`src/sv/culog_pkg.sv`:
```
// Package with the types, widths and codes of the unstable log table.
`default_nettype none
package culog_pkg;

  // Ring depth and derived widths.
  localparam int unsigned LOG_DEPTH = 256;
  localparam int AW = $clog2(LOG_DEPTH);
  localparam int CW = $clog2(LOG_DEPTH + 1);

  // Operation codes.
  localparam logic [2:0] MODE_APPEND       = 3'd0;
  localparam logic [2:0] MODE_LOOKUP       = 3'd1;
  localparam logic [2:0] MODE_STABLE_TO    = 3'd2;
  localparam logic [2:0] MODE_STABLE_SNAP  = 3'd3;
  localparam logic [2:0] MODE_RESTORE_SNAP = 3'd4;

  // Status codes.
  localparam logic [1:0] STATUS_OK   = 2'd0;
  localparam logic [1:0] STATUS_FULL = 2'd1;
  localparam logic [1:0] STATUS_GAP  = 2'd2;

  typedef struct packed {
    logic [2:0]  mode;
    logic [63:0] entry_index;
    logic [63:0] entry_term;
  } req_t;

  typedef struct packed {
    logic [63:0] term;
    logic        found;
    logic [1:0]  status;
    logic [63:0] first_index;
    logic        first_valid;
    logic [63:0] last_index;
    logic        last_valid;
  } rsp_t;

  typedef struct packed {
    logic [AW-1:0] head;
    logic [CW-1:0] count;
    logic [63:0]   first_unstable;
    logic          snap_held;
    logic [63:0]   snap_index;
    logic [63:0]   snap_term;
  } state_t;

  // Position of the request index relative to the unstable entries.
  typedef struct packed {
    logic          below;
    logic          at_or_below;
    logic          in_range;
    logic          d_eq;
    logic          d_lt;
    logic [CW-1:0] diff_lo;
    logic [AW-1:0] slot;
  } look_t;

  typedef struct packed {
    logic          en;
    logic [AW-1:0] addr;
    logic [63:0]   data;
  } ring_wr_t;

endpackage
`default_nettype wire

```
`src/sv/culog_step.sv`:
```
// Next-state, ring write-back and result logic of the unstable log table.
`default_nettype none
module culog_step (
  input  culog_pkg::state_t   st,
  input  culog_pkg::req_t     req,
  input  culog_pkg::look_t    lk,
  input  logic [63:0]         rd_term,
  output culog_pkg::state_t   st_next,
  output culog_pkg::ring_wr_t wr,
  output culog_pkg::rsp_t     rsp
);
  import culog_pkg::*;

  always_comb begin
    st_next = st;
    wr      = '0;
    rsp     = '0;
    wr.data = req.entry_term;
    case (req.mode)
      MODE_APPEND: begin
        if (lk.at_or_below) begin
          // The log restarts at the given index with this one entry.
          st_next.first_unstable = req.entry_index;
          st_next.head           = '0;
          st_next.count          = CW'(1);
          wr.en                  = 1'b1;
          wr.addr                = '0;
        end else if (lk.d_eq && (st.count == CW'(LOG_DEPTH))) begin
          rsp.status = STATUS_FULL;
        end else if (lk.d_eq || lk.d_lt) begin
          // Direct append, or truncate back to the index and append.
          st_next.count = lk.diff_lo + CW'(1);
          wr.en         = 1'b1;
          wr.addr       = lk.slot;
        end else begin
          rsp.status = STATUS_GAP;
        end
      end
      MODE_LOOKUP: begin
        if (lk.below) begin
          if (st.snap_held && (st.snap_index == req.entry_index)) begin
            rsp.found = 1'b1;
            rsp.term  = st.snap_term;
          end
        end else if (lk.in_range) begin
          rsp.found = 1'b1;
          rsp.term  = rd_term;
        end
      end
      MODE_STABLE_TO: begin
        if (lk.in_range && (rd_term == req.entry_term)) begin
          st_next.head = (lk.slot == AW'(LOG_DEPTH - 1)) ? '0 : lk.slot + AW'(1);
          st_next.count          = st.count - lk.diff_lo - CW'(1);
          st_next.first_unstable = req.entry_index + 64'd1;
        end
      end
      MODE_STABLE_SNAP: begin
        if (st.snap_held && (st.snap_index == req.entry_index)) begin
          st_next.snap_held = 1'b0;
        end
      end
      MODE_RESTORE_SNAP: begin
        st_next.first_unstable = req.entry_index + 64'd1;
        st_next.count          = '0;
        st_next.head           = '0;
        st_next.snap_held      = 1'b1;
        st_next.snap_index     = req.entry_index;
        st_next.snap_term      = req.entry_term;
      end
      default: begin
      end
    endcase

    rsp.first_valid = st_next.snap_held;
    rsp.first_index = st_next.snap_held ? st_next.snap_index + 64'd1 : 64'd0;
    if (st_next.count != '0) begin
      rsp.last_index = st_next.first_unstable + 64'(st_next.count) - 64'd1;
      rsp.last_valid = 1'b1;
    end else if (st_next.snap_held) begin
      rsp.last_index = st_next.snap_index;
      rsp.last_valid = 1'b1;
    end else begin
      rsp.last_index = 64'd0;
      rsp.last_valid = 1'b0;
    end
  end

endmodule
`default_nettype wire

```
`config.mk`:
```
export PLATFORM = sky130hd
export DESIGN_NAME = culog_step
export DESIGN_NICKNAME = d
export VERILOG_FILES = /design/src/sv/culog_pkg.sv /design/src/sv/culog_step.sv
export SDC_FILE = /design/constraint.sdc
export NUM_CORES = 1
export LEC_CHECK = 0
export BUFFER_PORTS_ARGS = -buffer_cell sky130_fd_sc_hd__buf_2
export CAP_MARGIN = 20
export CORE_AREA = 2 2 355 357
export DETAILED_ROUTE_END_ITERATION = 10
export DIE_AREA = 0 0 357 359
export SETUP_SLACK_MARGIN = 0.05
export SLEW_MARGIN = 20
export SYNTH_ARGS = -nofsm -noshare
export SYNTH_HDL_FRONTEND = slang
export SYNTH_SLANG_ARGS = --single-unit
```
`constraint.sdc`:
```
create_clock -name vclk -period 20.7
set_clock_uncertainty 0.05 [all_clocks]
set_input_delay 2.07 -clock vclk [all_inputs]
set_output_delay 2.07 -clock vclk [all_outputs]
set_load 0.05 [all_outputs]
```
---- After elaboration in Yosys (flattened, before gate mapping) ----
Cells that the tools add are included.
operators by class
  muxes and demuxes ....................... 26
  reduce and logical (&&, ||, !) cells .... 6
  add/subtract/negate cells ............... 8
  eq/ne operators ......................... 8
operators with widths
  kind                   number
  $mux 65                6
  $pmux 81 s3            1
  $add 64x1->64 const B  2
  $eq 64x64->1           2
  $mux 128               1
  $mux 64                2
  $mux 81                1
  $add 64x9->64          1
  $sub 64x1->64 const B  1
  $mux 9                 7
  $mux 8                 2
  $add 9x1->9 const B    1
  $eq 9x9->1 const B     1
  $reduce_bool 9->1      1
  $sub 9x1->9 const B    1
  $sub 9x9->9            1
  $add 8x1->8 const B    1
  $eq 8x8->1 const B     1
  $mux 2                 4
  $eq 3x2->1 const B     2
  $eq 3x1->1 const B     1
  $eq 3x3->1 const B     1
  $logic_and 1x1->1      3
  $logic_not 3->1        1
  3 further kinds        3
word-level totals
  flip-flop bits (word level) ............. 0
  word-level logic and storage cells ...... 48
  input port bits ......................... 427
  output and inout port bits .............. 480

---- Logic depth before layout (Yosys ltp) ----
  depth after elaboration ................. 8
  depth in mapped cells ................... 25
  depth with buffers taken out ............ 23

---- Least setup slack after synthesis ----
OpenSTA, ideal clock, no wires.
  path kind ............................... in2out
  from .................................... input req[39] (netlist bit)
  to ...................................... output rsp[62] (netlist bit)
  slack ................................... 8,670 ps
  data required time ...................... 18,580 ps
  data arrival time ....................... 9,910 ps
  stages .................................. 21
  path through ............................ nor2b_1 -> a2111o_1 -> or3_1 -> or4_4 -> nor3_1 -> nor2_1 -> clkbuf_1 -> o311ai_0 -> inv_1 -> ha_1 -> inv_1 -> ha_1 -> o2111ai_1 -> a311o_1 -> and2_1 -> a21oi_1 -> o211ai_1 -> a211o_1 -> o21a_1 -> or4_1 -> a31oi_1
RTL lines
  element          RTL line          text
  start, declared  culog_step.sv:5   input culog_pkg::req_t req,
  end, declared    culog_step.sv:10  output culog_pkg::rsp_t rsp

==> summary.txt <==
Power and ir drop
  – Switching share of power: 74.7%
  – Sw Pwr: 0.889 mW
  – VDD IR max: 44.8 uV
  – Power Density: 56.5 nW/um^2
  – Combinational share of power: 100.0%
  – P_leak: 10.6 nW
  – Int Power: 0.301 mW
  – Sequential share of power: 0%
  – Clk pwr share: 0%

Global routing
  – Met2 GRT Util: 37.4%
  – First-pass GRT wire length: 187000 microns
  – Gr busiest metal: met2
  – Tot GR Track Use: 21.0%
  – Initial antenna violation count: 39
  – Gr ovfl total: 0
  – Met3 usage: 4.49%
  – Vias in the first global route: 21800
  – Global Route met1 Usage: 23.4%
  – Largest net degree at the start of global routing: 129

Logic synthesis
  – Synth top area cells: nand2_1, xnor2_1, mux2i_1
  – Sequential-to-total area share from yosys stat: 0%
  – Largest family of logic cells by synthesized area: simple AND/OR/NAND/NOR gates
  – Synth Instances: 2542
  – Mux share of post-synthesis cell area: 8.37%
  – Ys Warns: 0
  – Number of distinct library cells after synthesis: 77
  – Avg Cell Area, Syn: 5.97 sq um
  – Synth Area in Simple Gates: 34.1%
  – Compound-Gate Fraction of Synth Area: 25.1%
  – Adder-cell share of the synthesized area: 7.11%
  – Most frequent cell after synthesis: nand2_1
  – Net Count, Synth: 3054
  – Synth top area share: 11.8%
  – Most frequent cells after synthesis: nand2_1, nor2_1, inv_1
  – Largest area contributor in the netlist: nand2_1
  – XOR/XNOR share of the synthesized area: 13.6%
  – Post-Synthesis Cell Area: 15200 sq um

Critical path
  – Worst setup endpoint: rsp[62]
  – WP data arrival: 10490 ps
  – Crit. End Element: output port
  – Critical path startpoint: req[42]
  – Startpoint types: input port
  – Worst-path cell chain: buf_2 > xnor2_1 > nand2_1 > nor4_1 > nand4_1 > nor3_2 > nor2_4 > buf_4 > buf_4 > o311ai_0 > inv_1 > ha_1 > inv_1 > ha_1 > o2111ai_1 > a311o_1 > and2_1 > a21oi_1 > o211ai_1 > a211o_1 > o21a_1 > or4_1 > a31oi_1 > buf_2
  – CP peak stage delay: 1070 ps
  – CP Data Required Time: 18580 ps
  – Slowest cell on crit path: nor3_2
  – Critical Setup Path Class: input port to output port
  – Crit Path Max Fanout: 45

Floorplan
  – Core area: 125000 sq um
  – Row count: 130
  – Die Ht: 359 microns
  – Starting density of the core: 12.2%
  – Die outline width: 357 microns
  – Die ar.: 128000 sq um
  – # IOs: 907

Routing
  – DRT iter0 DRCs: 2289
  – Routed vias/inst: 4.61
  – Via count: 22700
  – Remaining routing DRC violations: 0
  – Detailed Route WL: 142000 microns
  – Pre-Repair DR Iteration Count: 6
  – Post-DR wirelength/cell: 28.7 microns
  – Antenna-violating nets left: 0

Layout
  – Share of cells above drive strength 1: 29.8%
  – FF+latch count: 0
  – Nets@finish: 3775
  – Filler instances: 14800
  – Final Cell Area: 21100 sq um
  – Storage element area: 0 sq um
  – Clock buffers: 0
  – Footprint of the multi-input gates: 13500 sq um
  – P&R area growth vs syn: 38.8%

Min path
  – Worst min path class: input port to output port
  – Hold depth: 2

Placed design
  – DP HPWL: 126000 microns
  – Routability cong.: 0.996
  – Placed inst area: 21000 sq um
  – PortBufs: 907

Timing
  – Fmax: 79.3 MHz
  – Setup TNS: 0 ps
  – Final setup viols: 0
  – RSZ-0062 raised after global routing: false
  – Rel. slew slack: 21.1%
  – Worst-Margin Slew: 1170 ps
  – Crit path time final: 12610 ps
  – Max-slew violation count: 0
  – Period utilization: 60.9%
  – Fin. Hold Viols: 0

Clock tree
  – Postcts setup bufs: 0
  – Hold_buf cts: 0
  – Post-cts resize count: 0

Run
  – Max Cap Viol: 0

Outcome
  – Outcome: completed
-- kinds of logic after synthesis --
kind of cell,Yosys count
AOI/OAI and AO/OA,574
xor gates and xnor gates,236
muxes,126
and+or+nand+nor,1124
buffers and inverters,397
adders and majority gates,85
-- layout make-up --
class,instances,area share [%]
repair buffers,938,22.7
inverters,178,3.17
multi-input cells,2145,64.0
well taps,1650,9.80
diodes,24,0.285
-- worst max-delay path: cells and delay by family --
family                     cells  cell delay [ps]
adders and majority gates      2              680
buffers and inverters          6             1170
and+or+nand+nor                7             3090
AOI/OAI and AO/OA              8             2950
xor gates and xnor gates       1              390
-- metrics by stage --
step | util (%) | hold slack [ps] | power [mW] | std cells | setup WS (ps)
2_1_floorplan | - | 4260 | 0.785 | 2542 | 8670
5_1_grt | 16.9 | 4420 | 1.25 | 4919 | 7800
4_1_cts | 16.9 | 4420 | 1.19 | 4911 | 8060
3_5_place_dp | 16.9 | 4410 | 1.19 | 4911 | 8090
3_3_place_gp | 16.8 | 4420 | 1.19 | 4911 | 8150
6_report | 16.9 | 4420 | 1.19 | 4935 | 8090
-- metal layers --
metal	up-vias	wire (microns)
li1	10300	-
met1	10900	53400
met2	1257	68900
met3	268	10500
met4	38	8830
met5	-	257
-- how the worst min path moves through the flow --
| stage | start | endpoint | slack (ps) |
|---|---|---|---|
| 3_5_place_dp | req[48] | wr[48] | 4410 |
| 2_1_floorplan | req[0] | wr[0] | 4260 |
| 5_1_grt | req[36] | wr[36] | 4420 |
| 4_1_cts | req[48] | wr[48] | 4420 |
| 6_report | req[36] | wr[36] | 4420 |
| 3_3_place_gp | req[36] | wr[36] | 4420 |
-- power by group through the flow --
stage | Sequential, mW | Clock, mW | Combinational (mW)
after floorplan | 0 | 0 | 0.785
after global placement | 0 | 0 | 1.19
after detailed placement | 0 | 0 | 1.19
after CTS | 0 | 0 | 1.19
after global routing | 0 | 0.0000000520 | 1.25
final | 0 | 0.0000000777 | 1.19
-- cells in the final DEF, fill, tap and decap left out, drive strengths merged, types with 64 or more instances in the layout --
| cell type | count |
|---|---|
| a21o | 64 |
| a21oi | 127 |
| buf | 938 |
| ha | 83 |
| inv | 178 |
| mux2i | 119 |
| nand2 | 479 |
| nand3 | 77 |
| nor2 | 236 |
| o21ai | 140 |
| xnor2 | 157 |
| xor2 | 79 |
(Power assumes the default switching activity.)
